==> src/rtl/core/egcd_in_if.sv <==
// ----------------------------------------------------------------------------
// egcd_in_if
// Request channel of the extended gcd unit: two signed operands.
// ----------------------------------------------------------------------------
interface egcd_in_if #(
  parameter int DATA_WIDTH = 32
) ();

  logic                         valid;
  logic                         ready;
  logic signed [DATA_WIDTH-1:0] first_value;
  logic signed [DATA_WIDTH-1:0] second_value;

  modport source (output valid, output first_value, output second_value, input ready);
  modport sink (input valid, input first_value, input second_value, output ready);

endinterface

==> src/rtl/core/egcd_out_if.sv <==
// ----------------------------------------------------------------------------
// egcd_out_if
// Result channel of the extended gcd unit: gcd and both Bezout coefficients.
// ----------------------------------------------------------------------------
interface egcd_out_if #(
  parameter int DATA_WIDTH = 32
) ();

  logic                         valid;
  logic                         ready;
  logic signed [DATA_WIDTH-1:0] gcd_value;
  logic signed [DATA_WIDTH-1:0] coeff_first;
  logic signed [DATA_WIDTH-1:0] coeff_second;

  modport source (output valid, output gcd_value, output coeff_first, output coeff_second,
                  input ready);
  modport sink (input valid, input gcd_value, input coeff_first, input coeff_second,
                output ready);

endinterface

==> src/rtl/core/extended_gcd_bezout_unit.sv <==
// ----------------------------------------------------------------------------
// extended_gcd_bezout_unit
// Extended Euclid on two signed words: gcd plus Bezout coefficients.
// ----------------------------------------------------------------------------
// Usage:
//   req carries first_value and second_value; rsp returns gcd_value,
//   coeff_first and coeff_second with
//   first_value*coeff_first + second_value*coeff_second == gcd_value
//   modulo 2^DATA_WIDTH. Division truncates toward zero, so the gcd keeps
//   the sign the remainders leave it.
//   One item is in flight at a time: req.ready is high only while idle.
//   Every Euclid step runs a restoring divider, one quotient bit per cycle,
//   which also accumulates quotient*coefficient products bit-serially.
//   A step runs through START (setup), DIVIDE (the bit-serial divide) and
//   UPDATE; the result follows a final START once the remainder is zero.
//   n, the number of Euclid steps, is 0 when second_value is zero and
//   at most about 1.44*DATA_WIDTH + 2.
//   The result sits in registers with rsp.valid high until rsp.ready; while
//   the receiver stalls no new request is taken.
//   rst (synchronous) returns the sequencer to idle and drops any item.
// ----------------------------------------------------------------------------
module extended_gcd_bezout_unit #(
  parameter int DATA_WIDTH = 32
) (
  input logic         clk,
  input logic         rst,
  egcd_in_if.sink     req,
  egcd_out_if.source  rsp
);

  localparam int CntW = $clog2(DATA_WIDTH);

  typedef enum logic [2:0] {
    IDLE,
    START,
    DIVIDE,
    UPDATE,
    DONE
  } state_t;

  state_t state;

  logic [DATA_WIDTH-1:0] old_r, cur_r;
  logic [DATA_WIDTH-1:0] old_s, cur_s;
  logic [DATA_WIDTH-1:0] old_t, cur_t;
  logic [DATA_WIDTH-1:0] rem, quo, dvs;
  logic [DATA_WIDTH-1:0] ps, pt;
  logic [CntW-1:0]       cnt;

  logic [DATA_WIDTH:0]   trial;
  logic                  qbit;
  logic [DATA_WIDTH-1:0] rem_next, ps_next, pt_next;
  logic [DATA_WIDTH-1:0] s_new, t_new, r_new;
  logic [DATA_WIDTH-1:0] mag_old, mag_cur;
  logic                  quo_neg;

  // restoring divide step on magnitudes
  assign trial    = {rem, quo[DATA_WIDTH-1]} - {1'b0, dvs};
  assign qbit     = ~trial[DATA_WIDTH];
  assign rem_next = qbit ? trial[DATA_WIDTH-1:0] : {rem[DATA_WIDTH-2:0], quo[DATA_WIDTH-1]};

  // quotient magnitude times coefficient, msb first, wraps
  assign ps_next = {ps[DATA_WIDTH-2:0], 1'b0} + (qbit ? cur_s : '0);
  assign pt_next = {pt[DATA_WIDTH-2:0], 1'b0} + (qbit ? cur_t : '0);

  assign quo_neg = old_r[DATA_WIDTH-1] ^ cur_r[DATA_WIDTH-1];
  assign s_new   = quo_neg ? (old_s + ps) : (old_s - ps);
  assign t_new   = quo_neg ? (old_t + pt) : (old_t - pt);
  // remainder takes the sign of the dividend
  assign r_new   = old_r[DATA_WIDTH-1] ? (-rem) : rem;

  // most negative value maps to 2^(W-1) as unsigned
  assign mag_old = old_r[DATA_WIDTH-1] ? (-old_r) : old_r;
  assign mag_cur = cur_r[DATA_WIDTH-1] ? (-cur_r) : cur_r;

  always_ff @(posedge clk) begin
    if (rst) begin
      state <= IDLE;
    end else begin
      unique case (state)
        IDLE: begin
          if (req.valid) begin
            old_r <= req.first_value;
            cur_r <= req.second_value;
            old_s <= DATA_WIDTH'(1);
            cur_s <= '0;
            old_t <= '0;
            cur_t <= DATA_WIDTH'(1);
            state <= START;
          end
        end
        START: begin
          if (cur_r == '0) begin
            state <= DONE;
          end else begin
            rem   <= '0;
            quo   <= mag_old;
            dvs   <= mag_cur;
            ps    <= '0;
            pt    <= '0;
            cnt   <= CntW'(DATA_WIDTH - 1);
            state <= DIVIDE;
          end
        end
        DIVIDE: begin
          rem <= rem_next;
          quo <= {quo[DATA_WIDTH-2:0], qbit};
          ps  <= ps_next;
          pt  <= pt_next;
          if (cnt == '0) begin
            state <= UPDATE;
          end else begin
            cnt <= cnt - CntW'(1);
          end
        end
        UPDATE: begin
          old_r <= cur_r;
          cur_r <= r_new;
          old_s <= cur_s;
          cur_s <= s_new;
          old_t <= cur_t;
          cur_t <= t_new;
          state <= START;
        end
        DONE: begin
          if (rsp.ready) begin
            state <= IDLE;
          end
        end
        default: begin
          state <= IDLE;
        end
      endcase
    end
  end

  assign req.ready        = (state == IDLE);
  assign rsp.valid        = (state == DONE);
  assign rsp.gcd_value    = old_r;
  assign rsp.coeff_first  = old_s;
  assign rsp.coeff_second = old_t;

endmodule

==> src/flat_wrapper.sv <==
// flat-port wrapper written by rule: the top's interface ports become plain ports
module extended_gcd_bezout_unit_flat 
#(
  parameter int DATA_WIDTH = 32
)
  (clk, rst, req_valid, req_first_value, req_second_value, req_ready, rsp_valid, rsp_gcd_value, rsp_coeff_first, rsp_coeff_second, rsp_ready);
  egcd_in_if #(.DATA_WIDTH(DATA_WIDTH)) req_i ();
  egcd_out_if #(.DATA_WIDTH(DATA_WIDTH)) rsp_i ();
  input logic clk;
  input logic rst;
  input wire logic [$bits(req_i.valid)-1:0] req_valid;
  input wire logic [$bits(req_i.first_value)-1:0] req_first_value;
  input wire logic [$bits(req_i.second_value)-1:0] req_second_value;
  output wire logic [$bits(req_i.ready)-1:0] req_ready;
  output wire logic [$bits(rsp_i.valid)-1:0] rsp_valid;
  output wire logic [$bits(rsp_i.gcd_value)-1:0] rsp_gcd_value;
  output wire logic [$bits(rsp_i.coeff_first)-1:0] rsp_coeff_first;
  output wire logic [$bits(rsp_i.coeff_second)-1:0] rsp_coeff_second;
  input wire logic [$bits(rsp_i.ready)-1:0] rsp_ready;
  assign req_i.valid = req_valid;
  assign req_i.first_value = req_first_value;
  assign req_i.second_value = req_second_value;
  assign req_ready = req_i.ready;
  assign rsp_valid = rsp_i.valid;
  assign rsp_gcd_value = rsp_i.gcd_value;
  assign rsp_coeff_first = rsp_i.coeff_first;
  assign rsp_coeff_second = rsp_i.coeff_second;
  assign rsp_i.ready = rsp_ready;
  extended_gcd_bezout_unit #(.DATA_WIDTH(DATA_WIDTH)) u_core (.clk(clk), .rst(rst), .req(req_i), .rsp(rsp_i));
endmodule
==> config.mk <==
export PLATFORM = sky130hd
export DESIGN_NAME = extended_gcd_bezout_unit_flat
export DESIGN_NICKNAME = d
export VERILOG_FILES = /design/src/rtl/core/egcd_in_if.sv /design/src/rtl/core/egcd_out_if.sv /design/src/rtl/core/extended_gcd_bezout_unit.sv /design/src/flat_wrapper.sv
export SDC_FILE = /design/constraint.sdc
export NUM_CORES = 1
export LEC_CHECK = 0
export BUFFER_PORTS_ARGS = -buffer_cell sky130_fd_sc_hd__buf_2
export CAP_MARGIN = 5
export CORE_MARGIN = 2
export CORE_UTILIZATION = 61
export CTS_BUF_LIST = sky130_fd_sc_hd__clkbuf_4 sky130_fd_sc_hd__clkbuf_8
export CTS_CLUSTER_DIAMETER = 80
export DETAILED_ROUTE_END_ITERATION = 10
export GPL_ROUTABILITY_DRIVEN = 0
export GPL_TIMING_DRIVEN = 0
export PLACE_DENSITY = 0.8
export SLEW_MARGIN = 20
export SYNTH_ARGS = -nofsm -noshare
export SYNTH_HDL_FRONTEND = slang
export SYNTH_SLANG_ARGS = --single-unit
==> constraint.sdc <==
create_clock -name clk -period 21.5 [get_ports clk]
set_input_delay 4.3 -clock clk [delete_from_list [all_inputs] [get_ports clk]]
set_output_delay 4.3 -clock clk [all_outputs]
set_load 0.02 [all_outputs]
; ---- After elaboration in Yosys (flattened, before gate mapping)
; Index checks and enable logic that the tools add are counted.
[totals]
inputBits = 68
out_inout_bits = 98
elab_cells = 80
ff_bits = 360
[classes]
add_sub_neg = 11
reduce_logical = 10
n_eq_ne = 9
bitwise = 4
muxes = 32
[op_table]
columns = cell, count
row1 = $pmux 32 s2, 10
row2 = $mux 32, 13
row3 = $add 32x32->32, 4
row4 = $neg 32->32, 3
row5 = $sub 32x32->32, 2
row6 = $sub 33x32->33, 1
row7 = $logic_not 32->1, 1
row8 = $mux 31, 1
row9 = $pmux 3 s5, 1
row10 = $mux 3, 4
row11 = $reduce_and 3->1, 4
row12 = $mux 5, 2
row13 = $pmux 5 s2, 1
row14 = $eq 3x2->1 const B, 2
row15 = $ne 2x2->1 const B, 3
row16 = $logic_not 5->1, 1
row17 = $sub 5x1->5 const B, 1
row18 = $ne 2x1->1 const B, 2
row19 = $reduce_and 4->1, 1
row20 = $reduce_bool 2->1, 2
row21 = $eq 3x1->1 const B, 1
row22 = $eq 3x3->1 const B, 1
row23 = $logic_not 3->1, 1
row24 = $not 1->1, 3
row25 = $xor 1x1->1, 1

; ---- Longest topological paths before layout
[logic_depth]
ltp_word = 4
depth_mapped = 27
ltp_nobuf = 25

; ---- Worst setup path before layout
; Ideal clock, no wire load.
[synth_timing]
path_type = input to register
startpoint = input rst
endpoint = register u_core.cur_r[0], enable pin
setup_ns = 1.029
cell_stages = 1
t_required_ns = 20.471
arrival_time_ns = 18.247
setup_slack_ns = 2.224
cell_sequence = a211oi_1
[synth_between]
elab_chain_len = 2
[synth_rtl]
columns = element, line
row1 = "start, declared", flat_wrapper.sv:10  ; input logic rst;
row2 = $not 1->1 (no source line), --
row3 = $reduce_and 3->1 (no source line), --
row4 = "end signal, assigned", extended_gcd_bezout_unit.sv:84  ; cur_r <= req.second_value;
row5 = "end signal, assigned", extended_gcd_bezout_unit.sv:118  ; cur_r <= r_new;
row6 = "end, declared", extended_gcd_bezout_unit.sv:43  ; logic [DATA_WIDTH-1:0] old_r, cur_r;
; Every way passes these cells.
; A chain may end at the register's enable or synchronous reset.

; ---- Worst setup path after layout
[layout_timing]
startpoint = register u_core.quo[31]
endpoint = register u_core.ps[31], data pin
[layout_between]
elab_chain_len = 4
[layout_rtl]
columns = element, line
row1 = "start, declared", extended_gcd_bezout_unit.sv:46  ; logic [DATA_WIDTH-1:0] rem, quo, dvs;
row2 = "start signal, assigned", extended_gcd_bezout_unit.sv:97  ; quo <= mag_old;
row3 = "start signal, assigned", extended_gcd_bezout_unit.sv:107  ; quo <= {quo[DATA_WIDTH-2:0], qbit};
row4 = $sub 33x32->33, extended_gcd_bezout_unit.sv:58  ; assign trial = {rem, quo[DATA_WIDTH-1]} - {1'b0, dvs};
row5 = $mux 32, extended_gcd_bezout_unit.sv:63  ; assign ps_next = {ps[DATA_WIDTH-2:0], 1'b0} + (qbit ? cur_s : '0);
row6 = $add 32x32->32, extended_gcd_bezout_unit.sv:63
row7 = $pmux 32 s2, extended_gcd_bezout_unit.sv:80  ; unique case (state)
row8 = "end signal, assigned", extended_gcd_bezout_unit.sv:108  ; ps <= ps_next;
row9 = "end, declared", extended_gcd_bezout_unit.sv:47  ; logic [DATA_WIDTH-1:0] ps, pt;
; Every way passes these cells.

==> qor.yml <==
reg2reg_from: "u_core.quo[31]"
grt_max_degree: 17
numCtsBuffers: 60
cts.clk_slew.worst_paths_ns: 0.06
firstDrtPassIters: 6
synth_flop_cell: "edfxtp_1"
slew_violations: 0
worst_setup_path_start_kind: "register"
hp-class: "register to register"
ys_warn_count: 0
core-area_um2: 39700
setup_violations: 0
routedWlPerCell_um: 21.2
avgSynthCellArea_um2: 9.61
initial_utilization_pct: 61.7
startpoint: "u_core.quo[31]"
yosysSeqAreaShare_pct: 44.0
relSlewSlack_pct: 25.6
final_util_pct: 69.2
die_h_um: 204
route.detailed.drc: 0
routed_wirelength_um: 71600
grt_pass1_vias: 20900
ys_async_sr_fraction_pct: 0
fmax_mhz: 126
cts.sink_count: 360
clock_latency_ns: 0.69
period_share_pct: 36.8
drive_gt1_share_pct: 11.2
top_layer: "met5"
syn-num-nets: 2784
placed_cell_area_um2: 26400
cts_hold_buf: 0
clockRootBuffer: "clkbuf_8"
reg2reg_to: "u_core.ps[31]"
fin_skew_ns: 0.0291
synth_cell_types: 78
met3_wirelength_um: 6960
p_total_mw: 1.99
nFillCells: 3027
antenna_found_initial: 2
tightest_slew_ns: 1.12
rsz0062_at_grt: "no"
cts_setup_buffers: 0
synth_enable_flop_cells: 357
met2_length_um: 33100
num_vias: 21500
fin_nets: 3045
cellPowerDensity_nw_per_um2: 72.4
cp.arrival_ns: 8.36
htreeDepth: 2
grt_usage_pct: 34.1
die_area_um2: 41800
cap_violations: 0
critPathCaptureType: "register"
ant_nets: 0
grt_pass1_wl_um: 112000
run_status: "finished, final reports clean"
clockBufferDepth: 3
worst_setup_path_endpoint: "u_core.ps[31]"
cp_max_fo: 10
period_needed_ns: 7.91
vdd_drop_max_mv: 0.0500
ys_ff_latch: 360
hold_viol: 0
syn_inst: 2551
areaGrowthSynthToFinish_pct: 12.2
std_cell_rows: 73
tritoncts: "done"
postCtsResizedCells: 0
hold_path_depth: 2
design_area_um2: 27500
place_hpwl_um: 53800
required_ns: 21.94
r2r_cells: 27
die_width_um: 204
drt-met1-wl_um: 28000
critPathKind: "register to register"
gr-total-overflow: 0
syn_area_um2: 24500
r2r_slack_ns: 13.59
drt_iter0_markers: 2521
leakage_nw: 11.4
io_buffers: 165
viasPerCell: 6.34
io_pins: 166
-- per-layer routing --
| metal | vias up | track usage, % |
|---|---|---|
| li1 | 9804 | - |
| met1 | 10200 | 44.8 |
| met2 | 1226 | 55.4 |
| met3 | 244 | 5.37 |
| met4 | 2 | 16.5 |
| met5 | - | 0 |
-- power breakdown --
part	internal (mW)	switching (mW)	total (mW)
Clock	0.311	0.302	0.613
Sequential	0.819	0.0341	0.853
Combinational	0.202	0.323	0.525
-- state kept, by name, summed over array words and instances (netlist names) --
register	cells
u_core.cur_r	32
u_core.cur_s	32
u_core.cur_t	32
u_core.dvs	32
u_core.ps	32
u_core.pt	32
u_core.quo	32
u_core.rem	32
u_core.rsp.coeff_first	32
u_core.rsp.coeff_second	32
u_core.rsp.gcd_value	32
u_core.cnt	5
u_core.state	3
-- area by class of cell --
class / count / area, um^2 / share of cell area [%]
plain buffers: 91 / 345 / 1.26
diodes: 1 / 2.50 / 0.00910
multi-input cells: 2011 / 13100 / 47.6
flip-flops and latches: 360 / 10800 / 39.2
inverters: 89 / 334 / 1.21
clock inverters: 35 / 211 / 0.769
clock buffers: 75 / 938 / 3.41
repair buffers: 199 / 1150 / 4.20
well taps: 525 / 657 / 2.39
-- worst min-delay path by stage --
stage	startpoint	slack (ns)	to
after floorplan	u_core.cur_s[0]	0.50	u_core.rsp.coeff_first[0]
after global placement	u_core.quo[0]	0.50	u_core.quo[1]
after detailed placement	u_core.quo[8]	0.51	u_core.quo[9]
after CTS	u_core.quo[8]	0.53	u_core.quo[9]
after global routing	u_core.quo[8]	0.55	u_core.quo[9]
final	u_core.quo[6]	0.53	u_core.quo[7]
-- Yosys cell counts, types with 17 or more instances --
cell type / n / area [um^2]
xor2_1: 145 / 1270
o21a_1: 17 / 128
o31ai_1: 29 / 218
o41ai_1: 22 / 193
a21oi_1: 172 / 861
nor2_1: 192 / 721
clkbuf_1: 83 / 312
nor3_1: 59 / 295
a21o_1: 75 / 563
o21ai_0: 163 / 816
nand3_1: 38 / 190
xnor2_1: 125 / 1090
nor2b_1: 25 / 156
nand2b_1: 43 / 269
a31oi_1: 17 / 106
inv_1: 89 / 334
ha_1: 160 / 2000
or3_1: 17 / 106
and3_1: 89 / 557
and2_1: 80 / 500
nand2_1: 337 / 1260
edfxtp_1: 357 / 10700
-- cells in the final DEF, fill, tap and decap left out, types with 20 or more instances in the layout --
cell type  instances
a21o_1            75
nor2_1           192
nor3_1            58
nor2b_1           25
xor2_1           145
clkbuf_8          60
nand3_1           38
o41ai_1           22
and2_1            80
inv_1             89
nand2_1          337
ha_1             160
clkbuf_1          82
o21ai_0          163
and3_1            89
clkinv_1          20
nand2b_1          43
o31ai_1           29
edfxtp_1         357
xnor2_1          125
buf_2            172
a21oi_1          172
-- critical path: stages, from the launching register on --
cell and delay, ns:
edfxtp_1 0.47, inv_1 0.07, ha_1 0.22, fa_1 0.39, nand2b_1 0.20, a211oi_1 0.39
o211ai_1 0.22, o21a_1 0.30, o2111ai_1 0.20, and2_1 0.27, a41oi_1 0.38, xnor2_1 0.40
clkbuf_1 0.76, clkbuf_1 0.49, and2_1 0.23, ha_1 0.20, inv_1 0.06, fa_1 0.41
nand2b_1 0.19, a211o_1 0.29, a21o_1 0.18, nand3_1 0.09, a221oi_1 0.12, o311ai_1 0.37
a31o_2 0.25, a221oi_1 0.10, and2_1 0.17, mux2_2 0.26
-- cells by family (layout without fill, tap and decap cells) --
group,Yosys count,after routing,synth area share (%)
xor+xnor,271,271,9.74
compound gates,613,613,15.8
flops,360,360,44.0
fa+ha+maj,165,165,8.57
other cells,0,1,0
simple gates,956,956,18.9
buf+inv,180,489,2.77
mux,6,6,0.250
-- through the flow --
step           TNS [ns]  instances  setup slack (ns)  hold WS (ns)
2_1_floorplan         0       2551              2.22         0.495
3_3_place_gp    -797.40       3241             -4.18         0.501
3_5_place_dp          0       3275             13.76         0.512
4_1_cts               0       3385             13.71         0.526
5_1_grt               0       3386             13.30         0.548
6_report              0       3386             13.59         0.530
(Power assumes the default switching activity.)
